$ cat config.mk
export PLATFORM = sky130hd
export DESIGN_NAME = touch_median_calibrate_map
export DESIGN_NICKNAME = d
export VERILOG_FILES = /design/src/hdl/tmcm_pkg.sv /design/src/hdl/tmcm_regs.sv /design/src/hdl/tmcm_median.sv /design/src/hdl/tmcm_muldiv.sv /design/src/hdl/touch_median_calibrate_map.sv
export SDC_FILE = /design/constraint.sdc
export NUM_CORES = 1
export LEC_CHECK = 0
export ABC_AREA = 1
export BUFFER_PORTS_ARGS = -buffer_cell sky130_fd_sc_hd__buf_2
export CAP_MARGIN = 20
export CORE_AREA = 2 2 216 218
export CTS_BUF_LIST = sky130_fd_sc_hd__clkbuf_16
export CTS_CLUSTER_DIAMETER = 120
export DETAILED_ROUTE_END_ITERATION = 6
export DIE_AREA = 0 0 218 220
export PLACE_DENSITY = 0.78
export SLEW_MARGIN = 20
export SYNTH_ARGS = -nofsm -noshare
export SYNTH_HDL_FRONTEND = slang
export SYNTH_HIERARCHICAL = 1
export SYNTH_SLANG_ARGS = --single-unit
$ cat constraint.sdc
create_clock -name clk -period 9.4 [get_ports clk]
set_input_delay 1.41 -clock clk [delete_from_list [all_inputs] [get_ports clk]]
set_output_delay 1.41 -clock clk [all_outputs]
set_load 0.01 [all_outputs]
$ cat src/hdl/tmcm_pkg.sv
// ----------------------------------------------------------------------------
// tmcm_pkg: shared types and constants
// Register indexes, flag bit positions, reset values and state enums used
// across the touch calibration datapath.
// ----------------------------------------------------------------------------
package tmcm_pkg;

  localparam int SCR_BITS = 10;
  localparam int CFG_DATA_BITS = 32;
  localparam int CFG_ADDR_BITS = 5;
  localparam int REG_IDX_BITS = 3;

  localparam logic [REG_IDX_BITS-1:0] REG_RAW_MIN_X   = 3'd0;
  localparam logic [REG_IDX_BITS-1:0] REG_RAW_MAX_X   = 3'd1;
  localparam logic [REG_IDX_BITS-1:0] REG_RAW_MIN_Y   = 3'd2;
  localparam logic [REG_IDX_BITS-1:0] REG_RAW_MAX_Y   = 3'd3;
  localparam logic [REG_IDX_BITS-1:0] REG_PRESS_THR   = 3'd4;
  localparam logic [REG_IDX_BITS-1:0] REG_ORIENT      = 3'd5;
  localparam logic [REG_IDX_BITS-1:0] REG_SCR_MAX_X   = 3'd6;
  localparam logic [REG_IDX_BITS-1:0] REG_SCR_MAX_Y   = 3'd7;

  localparam int RST_RAW_MIN = 550;
  localparam int RST_RAW_MAX = 3650;
  localparam int RST_PRESS_THR = 850;
  localparam logic [3:0] RST_ORIENT = 4'd13;
  localparam logic [SCR_BITS-1:0] RST_SCR_MAX_X = 10'd319;
  localparam logic [SCR_BITS-1:0] RST_SCR_MAX_Y = 10'd239;

  localparam int FLG_SWAP = 0;
  localparam int FLG_INV_X = 1;
  localparam int FLG_INV_Y = 2;
  localparam int FLG_LOW_Z = 3;

  typedef enum logic [2:0] {
    TS_IDLE,
    TS_CHECK,
    TS_MIRROR,
    TS_CLAMP,
    TS_START,
    TS_WAIT,
    TS_OUT
  } top_state_t;

  typedef enum logic [1:0] {
    MD_IDLE,
    MD_MUL,
    MD_DIV,
    MD_DONE
  } md_state_t;

endpackage

$ cat src/hdl/tmcm_regs.sv
// ----------------------------------------------------------------------------
// tmcm_regs: configuration register file
// APB-style write/read access to the calibration, threshold, orientation and
// screen size registers.
// ----------------------------------------------------------------------------
module tmcm_regs #(
  parameter int RAW_BITS = 12
) (
  input  logic                                  clk,
  input  logic                                  rst_n,
  input  logic                                  psel,
  input  logic                                  penable,
  input  logic                                  pwrite,
  input  logic [tmcm_pkg::CFG_ADDR_BITS-1:0]    paddr,
  input  logic [tmcm_pkg::CFG_DATA_BITS-1:0]    pwdata,
  output logic [tmcm_pkg::CFG_DATA_BITS-1:0]    prdata,
  output logic [RAW_BITS-1:0]                   raw_min_x,
  output logic [RAW_BITS-1:0]                   raw_max_x,
  output logic [RAW_BITS-1:0]                   raw_min_y,
  output logic [RAW_BITS-1:0]                   raw_max_y,
  output logic [RAW_BITS-1:0]                   press_thr,
  output logic [3:0]                            orient,
  output logic [tmcm_pkg::SCR_BITS-1:0]         scr_max_x,
  output logic [tmcm_pkg::SCR_BITS-1:0]         scr_max_y
);

  localparam int DW = tmcm_pkg::CFG_DATA_BITS;

  logic [RAW_BITS-1:0] raw_min_x_r, raw_max_x_r, raw_min_y_r, raw_max_y_r, press_thr_r;
  logic [3:0] orient_r;
  logic [tmcm_pkg::SCR_BITS-1:0] scr_max_x_r, scr_max_y_r;
  logic [tmcm_pkg::REG_IDX_BITS-1:0] idx;
  logic wr_en;

  assign idx = paddr[tmcm_pkg::CFG_ADDR_BITS-1:2];
  assign wr_en = psel & penable & pwrite;

  always_ff @(posedge clk) begin
    if (!rst_n) begin
      raw_min_x_r <= RAW_BITS'(tmcm_pkg::RST_RAW_MIN);
      raw_max_x_r <= RAW_BITS'(tmcm_pkg::RST_RAW_MAX);
      raw_min_y_r <= RAW_BITS'(tmcm_pkg::RST_RAW_MIN);
      raw_max_y_r <= RAW_BITS'(tmcm_pkg::RST_RAW_MAX);
      press_thr_r <= RAW_BITS'(tmcm_pkg::RST_PRESS_THR);
      orient_r    <= tmcm_pkg::RST_ORIENT;
      scr_max_x_r <= tmcm_pkg::RST_SCR_MAX_X;
      scr_max_y_r <= tmcm_pkg::RST_SCR_MAX_Y;
    end else if (wr_en) begin
      case (idx)
        tmcm_pkg::REG_RAW_MIN_X: raw_min_x_r <= pwdata[RAW_BITS-1:0];
        tmcm_pkg::REG_RAW_MAX_X: raw_max_x_r <= pwdata[RAW_BITS-1:0];
        tmcm_pkg::REG_RAW_MIN_Y: raw_min_y_r <= pwdata[RAW_BITS-1:0];
        tmcm_pkg::REG_RAW_MAX_Y: raw_max_y_r <= pwdata[RAW_BITS-1:0];
        tmcm_pkg::REG_PRESS_THR: press_thr_r <= pwdata[RAW_BITS-1:0];
        tmcm_pkg::REG_ORIENT:    orient_r    <= pwdata[3:0];
        tmcm_pkg::REG_SCR_MAX_X: scr_max_x_r <= pwdata[tmcm_pkg::SCR_BITS-1:0];
        tmcm_pkg::REG_SCR_MAX_Y: scr_max_y_r <= pwdata[tmcm_pkg::SCR_BITS-1:0];
        default: ;
      endcase
    end
  end

  always_comb begin
    case (idx)
      tmcm_pkg::REG_RAW_MIN_X: prdata = DW'(raw_min_x_r);
      tmcm_pkg::REG_RAW_MAX_X: prdata = DW'(raw_max_x_r);
      tmcm_pkg::REG_RAW_MIN_Y: prdata = DW'(raw_min_y_r);
      tmcm_pkg::REG_RAW_MAX_Y: prdata = DW'(raw_max_y_r);
      tmcm_pkg::REG_PRESS_THR: prdata = DW'(press_thr_r);
      tmcm_pkg::REG_ORIENT:    prdata = DW'(orient_r);
      tmcm_pkg::REG_SCR_MAX_X: prdata = DW'(scr_max_x_r);
      tmcm_pkg::REG_SCR_MAX_Y: prdata = DW'(scr_max_y_r);
      default:                 prdata = '0;
    endcase
  end

  assign raw_min_x = raw_min_x_r;
  assign raw_max_x = raw_max_x_r;
  assign raw_min_y = raw_min_y_r;
  assign raw_max_y = raw_max_y_r;
  assign press_thr = press_thr_r;
  assign orient    = orient_r;
  assign scr_max_x = scr_max_x_r;
  assign scr_max_y = scr_max_y_r;

endmodule

$ cat src/hdl/tmcm_median.sv
// ----------------------------------------------------------------------------
// tmcm_median: sample grouping and median of three
// Holds the first two samples of each group and forms the per-channel median
// when the third arrives.
// ----------------------------------------------------------------------------
module tmcm_median #(
  parameter int RAW_BITS = 12
) (
  input  logic                clk,
  input  logic                rst_n,
  input  logic                fire,
  input  logic [RAW_BITS-1:0] sx,
  input  logic [RAW_BITS-1:0] sy,
  input  logic [RAW_BITS-1:0] sz,
  output logic                med_valid,
  output logic [RAW_BITS-1:0] mx,
  output logic [RAW_BITS-1:0] my,
  output logic [RAW_BITS-1:0] mz
);

  logic [1:0] phase_r, phase_nxt;
  logic       med_valid_r;
  logic [RAW_BITS-1:0] held_x_r [2];
  logic [RAW_BITS-1:0] held_y_r [2];
  logic [RAW_BITS-1:0] held_z_r [2];
  logic [RAW_BITS-1:0] mx_r, my_r, mz_r;
  logic                hold;

  function automatic logic [RAW_BITS-1:0] med3(
    input logic [RAW_BITS-1:0] a,
    input logic [RAW_BITS-1:0] b,
    input logic [RAW_BITS-1:0] c
  );
    logic [RAW_BITS-1:0] lo;
    logic [RAW_BITS-1:0] hi;
    lo = (a < b) ? a : b;
    hi = (a < b) ? b : a;
    if (c <= lo) med3 = lo;
    else if (c >= hi) med3 = hi;
    else med3 = c;
  endfunction

  assign hold = (phase_r < 2'd2);

  always_comb begin
    phase_nxt = phase_r;
    if (fire) phase_nxt = hold ? phase_r + 2'd1 : 2'd0;
  end

  always_ff @(posedge clk) begin
    if (!rst_n) begin
      phase_r     <= 2'd0;
      med_valid_r <= 1'b0;
    end else begin
      phase_r     <= phase_nxt;
      med_valid_r <= fire & ~hold;
    end
  end

  always_ff @(posedge clk) begin
    if (fire && hold) begin
      held_x_r[phase_r[0]] <= sx;
      held_y_r[phase_r[0]] <= sy;
      held_z_r[phase_r[0]] <= sz;
    end
    if (fire && !hold) begin
      mx_r <= med3(held_x_r[0], held_x_r[1], sx);
      my_r <= med3(held_y_r[0], held_y_r[1], sy);
      mz_r <= med3(held_z_r[0], held_z_r[1], sz);
    end
  end

  assign med_valid = med_valid_r;
  assign mx = mx_r;
  assign my = my_r;
  assign mz = mz_r;

endmodule

$ cat src/hdl/tmcm_muldiv.sv
// ----------------------------------------------------------------------------
// tmcm_muldiv: bit-serial scale unit
// Multiplies the clamped offset by the screen maximum one multiplier bit per
// cycle, then divides by the raw span one quotient bit per cycle.
// ----------------------------------------------------------------------------
module tmcm_muldiv #(
  parameter int RAW_BITS = 12
) (
  input  logic                          clk,
  input  logic                          rst_n,
  input  logic                          start,
  input  logic [RAW_BITS-1:0]           num,
  input  logic [tmcm_pkg::SCR_BITS-1:0] smax,
  input  logic [RAW_BITS-1:0]           den,
  output logic                          done,
  output logic [tmcm_pkg::SCR_BITS-1:0] quo
);

  localparam int SB = tmcm_pkg::SCR_BITS;
  localparam int W  = RAW_BITS + SB;
  localparam int CW = $clog2(W);

  tmcm_pkg::md_state_t state_r, state_nxt;

  logic [CW-1:0]       cnt_r;
  logic [W-1:0]        pq_r;
  logic [W-1:0]        mcand_r;
  logic [SB-1:0]       mult_r;
  logic [RAW_BITS-1:0] den_r;
  logic [RAW_BITS-1:0] rem_r;
  logic [RAW_BITS:0]   trial;
  logic                ge;
  logic [RAW_BITS:0]   diff;

  assign trial = {rem_r, pq_r[W-1]};
  assign ge    = (trial >= {1'b0, den_r});
  assign diff  = trial - {1'b0, den_r};

  always_comb begin
    state_nxt = state_r;
    case (state_r)
      tmcm_pkg::MD_IDLE: if (start) state_nxt = tmcm_pkg::MD_MUL;
      tmcm_pkg::MD_MUL:  if (cnt_r == CW'(SB - 1)) state_nxt = tmcm_pkg::MD_DIV;
      tmcm_pkg::MD_DIV:  if (cnt_r == CW'(W - 1)) state_nxt = tmcm_pkg::MD_DONE;
      tmcm_pkg::MD_DONE: state_nxt = tmcm_pkg::MD_IDLE;
      default:           state_nxt = tmcm_pkg::MD_IDLE;
    endcase
  end

  always_comb begin
    case (state_r)
      tmcm_pkg::MD_DONE: done = 1'b1;
      default:           done = 1'b0;
    endcase
  end

  always_ff @(posedge clk) begin
    if (!rst_n) state_r <= tmcm_pkg::MD_IDLE;
    else state_r <= state_nxt;
  end

  always_ff @(posedge clk) begin
    case (state_r)
      tmcm_pkg::MD_IDLE: begin
        cnt_r   <= '0;
        pq_r    <= '0;
        mcand_r <= W'(num);
        mult_r  <= smax;
        den_r   <= den;
        rem_r   <= '0;
      end
      tmcm_pkg::MD_MUL: begin
        if (mult_r[0]) pq_r <= pq_r + mcand_r;
        mcand_r <= {mcand_r[W-2:0], 1'b0};
        mult_r  <= {1'b0, mult_r[SB-1:1]};
        cnt_r   <= (cnt_r == CW'(SB - 1)) ? '0 : cnt_r + CW'(1);
      end
      tmcm_pkg::MD_DIV: begin
        rem_r <= ge ? diff[RAW_BITS-1:0] : trial[RAW_BITS-1:0];
        pq_r  <= {pq_r[W-2:0], ge};
        cnt_r <= cnt_r + CW'(1);
      end
      default: ;
    endcase
  end

  assign quo = pq_r[SB-1:0];

endmodule

$ cat src/hdl/touch_median_calibrate_map.sv
// ----------------------------------------------------------------------------
// touch_median_calibrate_map: touch sample median filter and screen mapping
// Median of three per channel, pressure test, axis swap and mirror, clamp to
// calibration bounds and serial linear scaling to screen coordinates.
// ----------------------------------------------------------------------------
//  channel  direction  payload
//  in_*     slave      tdata: sample_x, sample_y, sample_z
//  out_*    master     tdata: screen_x, screen_y; tuser: touched
//  cfg_*    apb slave  eight registers at byte address 4*i
//
// The first two samples of a group are only held. The third starts a sequence
// from its accept cycle to the load of the output register, which runs the
// shared bit-serial multiply and divide unit once per axis; an untouched group
// or an empty axis skips the unit. Reset is synchronous; no clearing pass
// is needed. A result ready while the output register is still full holds
// the sequencer in its last state until taken; the input is held off until
// it is idle.
// ----------------------------------------------------------------------------
module touch_median_calibrate_map #(
  parameter int RAW_BITS = 12
) (
  input  logic                                  clk,
  input  logic                                  rst_n,
  input  logic                                  in_tvalid,
  output logic                                  in_tready,
  // sample_x, sample_y, sample_z, zero fill
  input  logic [((3*RAW_BITS+7)/8)*8-1:0]       in_tdata,
  output logic                                  out_tvalid,
  input  logic                                  out_tready,
  // screen_x, screen_y, zero fill
  output logic [23:0]                           out_tdata,
  // touched
  output logic                                  out_tuser,
  input  logic                                  cfg_psel,
  input  logic                                  cfg_penable,
  input  logic                                  cfg_pwrite,
  input  logic [tmcm_pkg::CFG_ADDR_BITS-1:0]    cfg_paddr,
  input  logic [tmcm_pkg::CFG_DATA_BITS-1:0]    cfg_pwdata,
  output logic [tmcm_pkg::CFG_DATA_BITS-1:0]    cfg_prdata,
  output logic                                  cfg_pready
);

  localparam int SB = tmcm_pkg::SCR_BITS;

  logic [RAW_BITS-1:0] raw_min_x, raw_max_x, raw_min_y, raw_max_y, press_thr;
  logic [3:0]          orient;
  logic [SB-1:0]       scr_max_x, scr_max_y;

  logic                in_fire;
  logic                med_valid;
  logic [RAW_BITS-1:0] mx, my, mz;

  tmcm_pkg::top_state_t state_r, state_nxt;

  logic                axis_r;
  logic                touched_r;
  logic [RAW_BITS:0]   v_r;
  logic [RAW_BITS-1:0] num_r, den_r;
  logic                empty_r;
  logic [SB-1:0]       res_x_r, res_y_r;
  logic                out_valid_r;
  logic [SB-1:0]       out_x_r, out_y_r;
  logic                out_touched_r;

  logic                md_start, md_done;
  logic [SB-1:0]       md_quo;
  logic                out_load;

  logic [RAW_BITS-1:0] ax_lo, ax_hi, ax_v, clamped;
  logic [SB-1:0]       ax_smax;
  logic                ax_mirror;
  logic [RAW_BITS:0]   sum;
  logic                z_touch;

  assign cfg_pready = 1'b1;

  tmcm_regs #(.RAW_BITS(RAW_BITS)) u_regs (
    .clk       (clk),
    .rst_n     (rst_n),
    .psel      (cfg_psel),
    .penable   (cfg_penable),
    .pwrite    (cfg_pwrite),
    .paddr     (cfg_paddr),
    .pwdata    (cfg_pwdata),
    .prdata    (cfg_prdata),
    .raw_min_x (raw_min_x),
    .raw_max_x (raw_max_x),
    .raw_min_y (raw_min_y),
    .raw_max_y (raw_max_y),
    .press_thr (press_thr),
    .orient    (orient),
    .scr_max_x (scr_max_x),
    .scr_max_y (scr_max_y)
  );

  assign in_fire = in_tvalid & in_tready;

  tmcm_median #(.RAW_BITS(RAW_BITS)) u_median (
    .clk       (clk),
    .rst_n     (rst_n),
    .fire      (in_fire),
    .sx        (in_tdata[RAW_BITS-1:0]),
    .sy        (in_tdata[2*RAW_BITS-1:RAW_BITS]),
    .sz        (in_tdata[3*RAW_BITS-1:2*RAW_BITS]),
    .med_valid (med_valid),
    .mx        (mx),
    .my        (my),
    .mz        (mz)
  );

  tmcm_muldiv #(.RAW_BITS(RAW_BITS)) u_muldiv (
    .clk   (clk),
    .rst_n (rst_n),
    .start (md_start),
    .num   (num_r),
    .smax  (ax_smax),
    .den   (den_r),
    .done  (md_done),
    .quo   (md_quo)
  );

  // per-axis operand selection
  always_comb begin
    if (!axis_r) begin
      ax_lo     = raw_min_x;
      ax_hi     = raw_max_x;
      ax_smax   = scr_max_x;
      ax_mirror = orient[tmcm_pkg::FLG_INV_X];
      ax_v      = orient[tmcm_pkg::FLG_SWAP] ? my : mx;
    end else begin
      ax_lo     = raw_min_y;
      ax_hi     = raw_max_y;
      ax_smax   = scr_max_y;
      ax_mirror = orient[tmcm_pkg::FLG_INV_Y];
      ax_v      = orient[tmcm_pkg::FLG_SWAP] ? mx : my;
    end
  end

  assign sum = {1'b0, ax_lo} + {1'b0, ax_hi};
  assign z_touch = orient[tmcm_pkg::FLG_LOW_Z] ? (mz <= press_thr) : (mz >= press_thr);

  always_comb begin
    if (v_r < {1'b0, ax_lo}) clamped = ax_lo;
    else if (v_r > {1'b0, ax_hi}) clamped = ax_hi;
    else clamped = v_r[RAW_BITS-1:0];
  end

  always_comb begin
    state_nxt = state_r;
    case (state_r)
      tmcm_pkg::TS_IDLE:   if (med_valid) state_nxt = tmcm_pkg::TS_CHECK;
      tmcm_pkg::TS_CHECK:  state_nxt = z_touch ? tmcm_pkg::TS_MIRROR : tmcm_pkg::TS_OUT;
      tmcm_pkg::TS_MIRROR: state_nxt = tmcm_pkg::TS_CLAMP;
      tmcm_pkg::TS_CLAMP:  state_nxt = tmcm_pkg::TS_START;
      tmcm_pkg::TS_START: begin
        if (empty_r) state_nxt = axis_r ? tmcm_pkg::TS_OUT : tmcm_pkg::TS_MIRROR;
        else state_nxt = tmcm_pkg::TS_WAIT;
      end
      tmcm_pkg::TS_WAIT: begin
        if (md_done) state_nxt = axis_r ? tmcm_pkg::TS_OUT : tmcm_pkg::TS_MIRROR;
      end
      tmcm_pkg::TS_OUT: begin
        if (!out_valid_r || out_tready) state_nxt = tmcm_pkg::TS_IDLE;
      end
      default: state_nxt = tmcm_pkg::TS_IDLE;
    endcase
  end

  always_comb begin
    in_tready = 1'b0;
    md_start  = 1'b0;
    out_load  = 1'b0;
    case (state_r)
      tmcm_pkg::TS_IDLE:  in_tready = 1'b1;
      tmcm_pkg::TS_START: md_start  = ~empty_r;
      tmcm_pkg::TS_OUT:   out_load  = ~out_valid_r | out_tready;
      default: ;
    endcase
  end

  always_ff @(posedge clk) begin
    if (!rst_n) state_r <= tmcm_pkg::TS_IDLE;
    else state_r <= state_nxt;
  end

  always_ff @(posedge clk) begin
    case (state_r)
      tmcm_pkg::TS_CHECK: begin
        touched_r <= z_touch;
        axis_r    <= 1'b0;
        res_x_r   <= '0;
        res_y_r   <= '0;
      end
      tmcm_pkg::TS_MIRROR: begin
        if (!ax_mirror) v_r <= {1'b0, ax_v};
        else if ({1'b0, ax_v} > sum) v_r <= {1'b0, ax_hi};
        else v_r <= sum - {1'b0, ax_v};
      end
      tmcm_pkg::TS_CLAMP: begin
        num_r   <= clamped - ax_lo;
        den_r   <= ax_hi - ax_lo;
        empty_r <= (ax_hi <= ax_lo);
      end
      tmcm_pkg::TS_START: begin
        if (empty_r) axis_r <= 1'b1;
      end
      tmcm_pkg::TS_WAIT: begin
        if (md_done) begin
          if (axis_r) res_y_r <= md_quo;
          else res_x_r <= md_quo;
          axis_r <= 1'b1;
        end
      end
      default: ;
    endcase
  end

  always_ff @(posedge clk) begin
    if (!rst_n) out_valid_r <= 1'b0;
    else if (out_load) out_valid_r <= 1'b1;
    else if (out_tready) out_valid_r <= 1'b0;
  end

  always_ff @(posedge clk) begin
    if (out_load) begin
      out_touched_r <= touched_r;
      out_x_r       <= res_x_r;
      out_y_r       <= res_y_r;
    end
  end

  assign out_tvalid = out_valid_r;
  assign out_tuser  = out_touched_r;
  assign out_tdata  = {4'd0, out_y_r, out_x_r};

endmodule

# == Yosys cells after proc, flatten, opt, wreduce, memory -nomap -nowiden ==
# Memories as Yosys holds them, arrays and structs flattened.
# Cells that the tools add are included.
# op_classes
bitwise_logic,9
n_lt_le_gt_ge,17
add_sub_neg,8
mux,62
n_eq_ne,28
n_reduce_logical,29
# ops
op,n
$mux 12,22
$pmux 32 s8,1
$pmux 22 s3,1
$le 12x12->1,5
$pmux 10 s2,3
$mux 10,5
$ge 12x12->1,4
$pmux 22 s2,1
$lt 12x12->1,3
$sub 12x12->12,3
$pmux 12 s2,1
$add 22x22->22,1
$mux 22,1
$eq 3x3->1 const B,7
$pmux 3 s7,1
$mux 3,6
$reduce_and 2->1,9
$pmux 5 s3,1
$reduce_and 3->1,5
$add 12x12->13,1
$ge 13x12->1,1
$gt 12x13->1,1
$gt 13x12->1,1
$lt 13x12->1,1
other kinds (28),68
# word_totals
elab_cells,190
mem_bits_rw,72
memories,3
ff_bits,293
out_inout_bits,60
# memory_table
name,depth,width,rd,rd_clocked_by_memory_dff,wr,line,rtl
u_median.held_x_r,2,12,2,0,1,tmcm_median.sv:23,logic [RAW_BITS-1:0] held_x_r [2];
u_median.held_y_r,2,12,2,0,1,tmcm_median.sv:24,logic [RAW_BITS-1:0] held_y_r [2];
u_median.held_z_r,2,12,2,0,1,tmcm_median.sv:25,logic [RAW_BITS-1:0] held_z_r [2];

# == Logic depth before layout (Yosys ltp) ==
# Gate-level depths: netlist of the first run.
# logic_depth
word_depth,6
mapped_depth,27

# == Modules after synthesis ==
# The synthesis of the first run kept the hierarchy.
# by_module_without_submodules
module,cells_each,instances,area_each_um2,seq_area_each_um2
tmcm_median,994,1,8320.5,3303.2
touch_median_calibrate_map,885,1,7206.9,2512.4
tmcm_muldiv,741,1,5786.8,2532.4
tmcm_regs,581,1,4033.9,1681.6

# == Worst setup path after synthesis of the first run ==
# OpenSTA, ideal clock, no wires.
# synth_path
path_type,input port to flip-flop
start,in in_tvalid
end,mem u_median.held_x_r[0][0] (enable)
t_arrival_ps,4187
t_required_ps,8924
setup_slack_ps,4736
stages,4
path_buffers,0
setup_time_ps,476
path_cell_list,inv_1 -> nor2_1 -> inv_1 -> nor3_1
# synth_via
elab_chain_cells,4
# synth_rtl
element,line,rtl
start: declaration,touch_median_calibrate_map.sv:24,"input logic in_tvalid,"
$and 1x1->1,touch_median_calibrate_map.sv:96,assign in_fire = in_tvalid & in_tready;
via in_fire,touch_median_calibrate_map.sv:49,logic in_fire;
$logic_and 1x1->1,tmcm_median.sv:61,if (fire && hold) begin
$mux 1,tmcm_median.sv:61,
$mux 1 (implied by the code),tmcm_median.sv:62,held_x_r[phase_r[0]] <= sx;
end: declaration,tmcm_median.sv:23,
# The timed path passes the listed nets, and every way through them passes these cells.

# == Worst setup path after layout of the first run ==
# layout_path
start,reg axis_r
end,reg v_r[11] (data pin)
# layout_via
elab_chain_cells,5
word_cells_on_any_way,9
classes_between,2 x add/sub; 1 x order compare; 6 x mux
# layout_rtl
element,line,rtl
start: declaration,touch_median_calibrate_map.sv:55,logic axis_r;
start signal: assignment,touch_median_calibrate_map.sv:190,axis_r <= 1'b0;
start signal: assignment,touch_median_calibrate_map.sv:205,if (empty_r) axis_r <= 1'b1;
start signal: assignment,touch_median_calibrate_map.sv:211,axis_r <= 1'b1;
$mux 12,touch_median_calibrate_map.sv:124,if (!axis_r) begin
$add 12x12->13,touch_median_calibrate_map.sv:139,"assign sum = {1'b0, ax_lo} + {1'b0, ax_hi};"
$sub 13x12->13 or $gt 12x13->1 (tied branches),"touch_median_calibrate_map.sv:197, touch_median_calibrate_map.sv:196",
$mux 12,touch_median_calibrate_map.sv:196,"else if ({1'b0, ax_v} > sum) v_r <= {1'b0, ax_hi};"
$mux 12 *,touch_median_calibrate_map.sv:195,"if (!ax_mirror) v_r <= {1'b0, ax_v};"
end signal: assignment,touch_median_calibrate_map.sv:195,
end signal: assignment,touch_median_calibrate_map.sv:196,
end signal: assignment,touch_median_calibrate_map.sv:197,"else v_r <= sum - {1'b0, ax_v};"
end: declaration,touch_median_calibrate_map.sv:57,logic [RAW_BITS:0] v_r;
# Every way passes the cells marked *; elsewhere a longest branch is shown, timed or not.
# A chain may end at the register's enable or synchronous reset.

==> out/summary.json, run 1 <==
{
  "status": "finished clean",
  "final_period_minus_worst_setup_slack_ns": 6.20,
  "mappedNetlistArea_um2": 25300,
  "crit_end_category": "register",
  "timing.fmax_ghz": 0.161,
  "cts_setup_buffers": 0,
  "final_cells": 3868,
  "drc_errors": 0,
  "grt_remaining_overflow": 0,
  "placement.cell_area_um2": 25900,
  "timing_max_transition_violations_final": 0,
  "synth.yosys.seq_area_share_pct": 39.6,
  "route.vias.total": 21100,
  "synth_cells": 3201,
  "synth-edff-count": 272,
  "largest_net_degree_at_the_start_of_global_routing": 89,
  "rrSetupSlack_ns": 3.20,
  "initialDrtViolationCount": 1850,
  "timing.hold.worst_endpoint": "u_muldiv/den_r[7]",
  "synth.top_cells.by_area": "sky130_fd_sc_hd__edfxtp_1 (32%), sky130_fd_sc_hd__nand2_1 (12%), sky130_fd_sc_hd__ha_1 (11%), sky130_fd_sc_hd__dfxtp_1 (7.3%), sky130_fd_sc_hd__inv_1 (5.6%)",
  "insertedDiodeCount": 0,
  "fin_ws_ns": 3.20,
  "hold_path_startpoint": "den_r[7]",
  "grt_pass1_wl_um": 99900,
  "globalRouteTotalUtil_pct": 26.1,
  "io_buffer_count": 92,
  "hold_viol_final": 0,
  "leading_cell_type_by_number_of_instances_after_synthesis": "sky130_fd_sc_hd__nand2_1",
  "worst_ep_required_time_ns": 9.70,
  "synth_area_leader_cell": "sky130_fd_sc_hd__edfxtp_1",
  "cts_sinks": 365,
  "antenna_violating_nets_post_route": 0,
  "synth_top_cell_area_share_pct": 32.2,
  "dominantRegCellSynth": "sky130_fd_sc_hd__edfxtp_1",
  "cp_max_fo": 38,
  "floorplan.die.height_um": 220,
  "asyncSetResetFlopFracSynth_pct": 0,
  "irDropWorstVdd_mv": 0.165,
  "tightest_pin_transition_ns": 1.00,
  "yosys.cell_types.count": 60,
  "cts.htree.levels": 2,
  "rows": 79,
  "slew_headroom_pct": 32.5,
  "ys.warnings.count": 6,
  "worst_hold_path_type": "reg -> reg",
  "start_util_pct": 55.3,
  "antenna_found_initial": 0,
  "fin_tns_setup_ns": 0,
  "min_path_cells": 0,
  "viasPerCell": 5.45,
  "dp.final_hpwl_um": 45200,
  "post_synth.cell_area_avg_um2": 7.92,
  "cts_hold_buf": 0,
  "numCtsBuffers": 41,
  "yosys-top-cells-count": "sky130_fd_sc_hd__nand2_1 (833), sky130_fd_sc_hd__inv_1 (375), sky130_fd_sc_hd__nor2_1 (288), sky130_fd_sc_hd__edfxtp_1 (272), sky130_fd_sc_hd__nand3_1 (256)",
  "maxCapViolCount": 0,
  "first_pass_iters": 6,
  "coreArea_um2": 45900,
  "critPathArrivalTime_ns": 6.50,
  "die_w_um": 218,
  "placedCellCount": 3792,
  "static-leakage-power_nw": 13.1,
  "cts_root_buffer": "sky130_fd_sc_hd__clkbuf_16",
  "tritoncts": "done",
  "postSynthRegisterBits": 365,
  "first_global_vias": 19600,
  "clock_skew_ns": 0.0272,
  "criticalPathCategory": "reg -> reg",
  "worstSetupStartpointType": "register",
  "routabilityCongestion": 0.958,
  "reg2reg_depth": 23,
  "fin_nets": 3545,
  "cts.path.max_buffers": 3,
  "final_layout_size_suffix_gt1_share_pct": 9.48,
  "design_area_um2": 27400,
  "route.detailed.wl_per_inst_um": 16.1,
  "worst_skew_pair.late_latency_ns": 0.58,
  "regToRegEndpoint": "v_r[11]",
  "clk_transition_reported_paths_ns": 0.06,
  "layout_worst_path_cycle_share_pct": 66.0,
  "pin_count": 144,
  "fp.dieArea_um2": 48000,
  "areaGrowthSynthToFinish_pct": 7.92,
  "finalSetupViolations": 0,
  "finalWirelength_um": 62400,
  "pre_cts_ws_ns": 3.33,
  "timing.rr.start": "axis_r",
  "post_cts_resized": 0,
  "power.density_nw_per_um2": 189,
  "rsz0062_at_grt": "no"
}
==> layout by cell type (no fill, tap or decap), types with 6 or more instances in the layout <==
master and instances:
sky130_fd_sc_hd__a21o_1 11, sky130_fd_sc_hd__xor2_1 34, sky130_fd_sc_hd__clkbuf_16 44, sky130_fd_sc_hd__buf_4 20
sky130_fd_sc_hd__o211ai_1 36, sky130_fd_sc_hd__o21ai_0 123, sky130_fd_sc_hd__nand4_1 84, sky130_fd_sc_hd__nand2_2 17
sky130_fd_sc_hd__edfxtp_1 272, sky130_fd_sc_hd__conb_1 25, sky130_fd_sc_hd__buf_2 92, sky130_fd_sc_hd__inv_1 384
sky130_fd_sc_hd__a21oi_2 6, sky130_fd_sc_hd__clkinv_2 7, sky130_fd_sc_hd__o21ai_1 23, sky130_fd_sc_hd__nand3b_1 10
sky130_fd_sc_hd__nor3_1 12, sky130_fd_sc_hd__and2_1 39, sky130_fd_sc_hd__fa_1 6, sky130_fd_sc_hd__nor2_2 11
sky130_fd_sc_hd__nor2_1 287, sky130_fd_sc_hd__mux2i_1 10, sky130_fd_sc_hd__ha_1 226, sky130_fd_sc_hd__o21ai_2 22
sky130_fd_sc_hd__o21bai_1 8, sky130_fd_sc_hd__bufinv_16 8, sky130_fd_sc_hd__xnor2_1 15, sky130_fd_sc_hd__o211ai_2 8
sky130_fd_sc_hd__inv_2 11, sky130_fd_sc_hd__or2_2 30, sky130_fd_sc_hd__nand3_1 256, sky130_fd_sc_hd__dfxtp_1 93
sky130_fd_sc_hd__nand2_1 833, sky130_fd_sc_hd__a21oi_1 134
==> worst max-delay path, stage by stage, from the launching register on <==
cell	delay, ns
sky130_fd_sc_hd__edfxtp_1	0.90
sky130_fd_sc_hd__inv_2	0.53
sky130_fd_sc_hd__or2_2	0.43
sky130_fd_sc_hd__o21ai_0	0.36
sky130_fd_sc_hd__inv_1	0.19
sky130_fd_sc_hd__ha_1	0.48
sky130_fd_sc_hd__inv_1	0.12
sky130_fd_sc_hd__a21oi_1	0.13
sky130_fd_sc_hd__nand2_1	0.11
sky130_fd_sc_hd__a21oi_1	0.22
sky130_fd_sc_hd__o21ai_0	0.18
sky130_fd_sc_hd__a21oi_1	0.21
sky130_fd_sc_hd__xor2_1	0.27
sky130_fd_sc_hd__inv_1	0.08
sky130_fd_sc_hd__ha_1	0.37
sky130_fd_sc_hd__nand2_1	0.09
sky130_fd_sc_hd__nor2_1	0.14
sky130_fd_sc_hd__nand4_1	0.13
sky130_fd_sc_hd__nand3_1	0.10
sky130_fd_sc_hd__nand2_1	0.30
sky130_fd_sc_hd__nand2_4	0.30
sky130_fd_sc_hd__nand2_1	0.09
sky130_fd_sc_hd__nand3_1	0.07
sky130_fd_sc_hd__o21ai_0	0.09
==> cell families after synthesis <==
| kind of cell | count (synthesis) | share of synthesized area (%) |
|---|---|---|
| DFF | 365 | 39.6 |
| AOI/OAI and AO/OA | 396 | 9.27 |
| and+or+nand+nor | 1605 | 27.7 |
| xor gates and xnor gates | 49 | 1.69 |
| buffers and inverters | 540 | 9.62 |
| muxes | 10 | 0.395 |
| adders and majority gates | 233 | 11.7 |
| other | 3 | 0.0444 |
==> through the flow <==
step / hold WS (ns) / utilization [%] / total power, W
2_1_floorplan: 0.400 / - / 0.00314
3_3_place_gp: 0.401 / 56.4 / 0.00342
3_5_place_dp: 0.405 / 56.4 / 0.00345
4_1_cts: 0.404 / 59.6 / 0.00520
5_1_grt: 0.416 / 59.6 / 0.00548
6_report: 0.409 / 59.6 / 0.00518
==> power by group <==
part / total [W] / leakage [nW] / switching (W) / internal (W)
clock network: 0.00174 / 0.759 / 0.000671 / 0.00107
logic: 0.00142 / 8.88 / 0.000953 / 0.000464
registers: 0.00202 / 3.41 / 0.0000932 / 0.00193
==> layer usage <==
metal  track usage [%]  vias to the layer above  wire [um]
met5                 0                        -          0
met4              10.1                        0       2090
met3              2.95                      128       3600
met2              44.5                      711      29700
met1              34.1                     9605      27100
li1                  -                    10600          -
==> worst max path at each step <==
stage               from  slack (ns)  cells past startpoint                       to
5_1_grt           axis_r        2.80                     23                   v_r[0]
4_1_cts           axis_r        3.31                     23                  v_r[11]
3_5_place_dp      axis_r        3.33                     23                  v_r[11]
6_report          axis_r        3.20                     23                  v_r[11]
3_3_place_gp      axis_r        3.40                     23                  v_r[11]
2_1_floorplan  in_tvalid        4.74                      4  u_median/held_x_r[0][0]
==> final cells by class <==
class	instances	area, um^2
inverters	390	1470
flip-flops and latches	365	10000
multi-input cells	2318	13000
repair buffers	112	611
fillers	4059	18500
clock buffers	44	1100
well taps	607	759
clock inverters	32	380
==> flip-flops by register name (all words and copies together) (netlist names), 12 cells and up <==
name               flops
u_regs/raw_max_x      12
u_muldiv/rem_r        12
u_regs/press_thr      12
u_median/my           12
u_median/mz           12
u_median/mx           12
u_regs/raw_min_x      12
u_median/held_y_r     24
u_regs/raw_max_y      12
u_muldiv/mcand_r      22
u_muldiv/den_r        12
den_r                 12
v_r                   13
u_muldiv/pq_r         22
num_r                 12
u_median/held_x_r     24
u_regs/raw_min_y      12
u_median/held_z_r     24
(Power assumes the default switching activity.)
==> inputs of run 2 (changes only) <==
Settings changed: PLACE_DENSITY 0.78 to 0.81.
Clock period 9.4 ns to 5.45 ns, I/O delays scaled along.
==> run 2 against run 1 <==
  * Fmax grew 22%
  * Sequential power grew 73%
  * Non-clock buffer count grew 22
  * Sequential share of layout area shrank 0.074 points
  * Clock-buffer cell count shrank 1
  * Largest cell class unchanged
  * Clock skew grew 0.0067 ns
  * Via count grew 1.6%
  * Wire length grew 1.3%
==> out/summary.json, run 2 (synthesis gave the netlist of run 1 again) <==
{
  "io_buffer_count": 92,
  "areaGrowthSynthToFinish_pct": 8.14,
  "drc_errors": 0,
  "first_global_vias": 20000,
  "layout_worst_path_cycle_share_pct": 93.4,
  "cts.htree.levels": 2,
  "final_period_minus_worst_setup_slack_ns": 5.09,
  "irDropWorstVdd_mv": 0.260,
  "insertedDiodeCount": 0,
  "layout_common_cells": "sky130_fd_sc_hd__nand2_1 (832), sky130_fd_sc_hd__inv_1 (383), sky130_fd_sc_hd__nor2_1 (287), sky130_fd_sc_hd__edfxtp_1 (272), sky130_fd_sc_hd__nand3_1 (256)",
  "antenna_found_initial": 0,
  "cts_root_buffer": "sky130_fd_sc_hd__clkbuf_16",
  "timing_max_transition_violations_final": 0,
  "tightest_pin_transition_ns": 0.890,
  "final_layout_size_suffix_gt1_share_pct": 10.1,
  "finalWirelength_um": 63200,
  "worst_skew_pair.late_latency_ns": 0.59,
  "fin_tns_setup_ns": 0,
  "crit_end_category": "register",
  "die_w_um": 218,
  "cts_setup_buffers": 0,
  "floorplan.die.height_um": 220,
  "critPathArrivalTime_ns": 5.39,
  "final_common_cell": "sky130_fd_sc_hd__nand2_1",
  "cts.path.max_buffers": 3,
  "rsz0062_at_grt": "no",
  "viasPerCell": 5.51,
  "worstSetupStartpointType": "register",
  "grt_pass1_wl_um": 101000,
  "grt_remaining_overflow": 0,
  "status": "finished clean",
  "fp.dieArea_um2": 48000,
  "dp.final_hpwl_um": 45100,
  "fin_nets": 3567,
  "worst_ep_required_time_ns": 5.76,
  "cts_hold_buf": 0,
  "numCtsBuffers": 41,
  "route.detailed.wl_per_inst_um": 16.3,
  "power.density_nw_per_um2": 320,
  "clk_transition_reported_paths_ns": 0.06,
  "design_area_um2": 27400,
  "routabilityCongestion": 0.937,
  "cts_sinks": 365,
  "pre_cts_ws_ns": 0.450,
  "start_util_pct": 55.3,
  "fin_hold_ws_ns": 0.391,
  "initialDrtViolationCount": 2108,
  "antenna_violating_nets_post_route": 0,
  "route.vias.total": 21400,
  "slew_headroom_pct": 40.6,
  "placement.cell_area_um2": 26000,
  "criticalPathCategory": "reg -> reg",
  "first_pass_iters": 6,
  "fin_ws_ns": 0.362,
  "maxCapViolCount": 0,
  "finalSetupViolations": 0,
  "worst_hold_path_type": "reg -> reg",
  "pin_count": 144,
  "hold_viol_final": 0,
  "timing.fmax_ghz": 0.197,
  "tritoncts": "done",
  "clock_skew_ns": 0.0339,
  "rows": 79,
  "cp_max_fo": 22,
  "static-leakage-power_nw": 13.1,
  "globalRouteTotalUtil_pct": 26.3,
  "coreArea_um2": 45900,
  "largest_net_degree_at_the_start_of_global_routing": 89
}
run 2: cell types whose count changed in the layout (fill, tap and decap cells not counted), sizes merged:
cell | before | now
buf | 112 | 134
bufinv | 8 | 4
clkbuf | 44 | 43
clkinvlp | 1 | 3
clkinv | 14 | 16
run 2: power breakdown:
group | internal, W | leakage [nW] | switching (W) | total (W)
clock network | 0.00163 | 0.695 | 0.00117 | 0.00279
logic | 0.000814 | 8.99 | 0.00166 | 0.00248
registers | 0.00333 | 3.41 | 0.000158 | 0.00349
total | 0.00577 | 13.1 | 0.00299 | 0.00876
run 2: worst max-delay path, stage by stage (launching register included):
cell and delay, ns:
sky130_fd_sc_hd__edfxtp_1 0.42, sky130_fd_sc_hd__clkinv_2 0.32, sky130_fd_sc_hd__or2_2 0.40, sky130_fd_sc_hd__o21ai_1 0.31, sky130_fd_sc_hd__inv_1 0.15, sky130_fd_sc_hd__ha_1 0.45
sky130_fd_sc_hd__inv_1 0.12, sky130_fd_sc_hd__nand2_1 0.08, sky130_fd_sc_hd__nand2_1 0.07, sky130_fd_sc_hd__a21oi_1 0.20, sky130_fd_sc_hd__o21ai_0 0.18, sky130_fd_sc_hd__a21oi_1 0.19
sky130_fd_sc_hd__xor2_1 0.26, sky130_fd_sc_hd__inv_1 0.10, sky130_fd_sc_hd__ha_1 0.36, sky130_fd_sc_hd__nand2_1 0.09, sky130_fd_sc_hd__nor2_1 0.15, sky130_fd_sc_hd__nand4_1 0.14
sky130_fd_sc_hd__nand3_1 0.11, sky130_fd_sc_hd__nand2_2 0.20, sky130_fd_sc_hd__nand2_4 0.24, sky130_fd_sc_hd__nand2_1 0.08, sky130_fd_sc_hd__nand3_1 0.07, sky130_fd_sc_hd__o21ai_0 0.09
run 2: cell type report:
| cell class | instances | area, um^2 |
|---|---|---|
| clock buffer | 43 | 1080 |
| clock inverter | 32 | 279 |
| fill | 4037 | 18500 |
| inverter | 390 | 1470 |
| multi-input combinational | 2318 | 13000 |
| sequential | 365 | 10000 |
| tap | 607 | 759 |
| timing repair buffer | 134 | 788 |
run 2: metal layers:
metal	up-vias	part of all wire (%)	track usage, %
met1	9849	42	34.0
met5	-	0	0
met2	756	47	44.4
met4	0	3.7	11.4
met3	146	6.4	3.26
li1	10700	-	-
run 2: metrics by stage:
step / std cells / power (W) / utilization [%]
final: 3889 / 0.00876 / 59.8
after floorplan: 3223 / 0.00541 / -
after detailed placement: 3814 / 0.00598 / 56.8
after global routing: 3889 / 0.00924 / 59.8
after global placement: 3814 / 0.00592 / 56.8
after CTS: 3889 / 0.00878 / 59.7
run 2: final timing paths:
check | from | endpoint | slack [ns] | cells past startpoint
max | axis_r | v_r[11] | 0.36 | 23
min | res_x_r[6] | out_x_r[6] | 0.39 | 0
max reg2reg | axis_r | v_r[11] | 0.36 | 23
min reg2reg | res_x_r[6] | out_x_r[6] | 0.39 | 0
run 2: repair_timing:
| item | 4_1_cts | 5_1_grt |
|---|---|---|
| endpoints found under the hold margin | 0 | 0 |
| endpoints found under the setup margin | 0 | 11 |
| resized for setup | 0 | 2 |
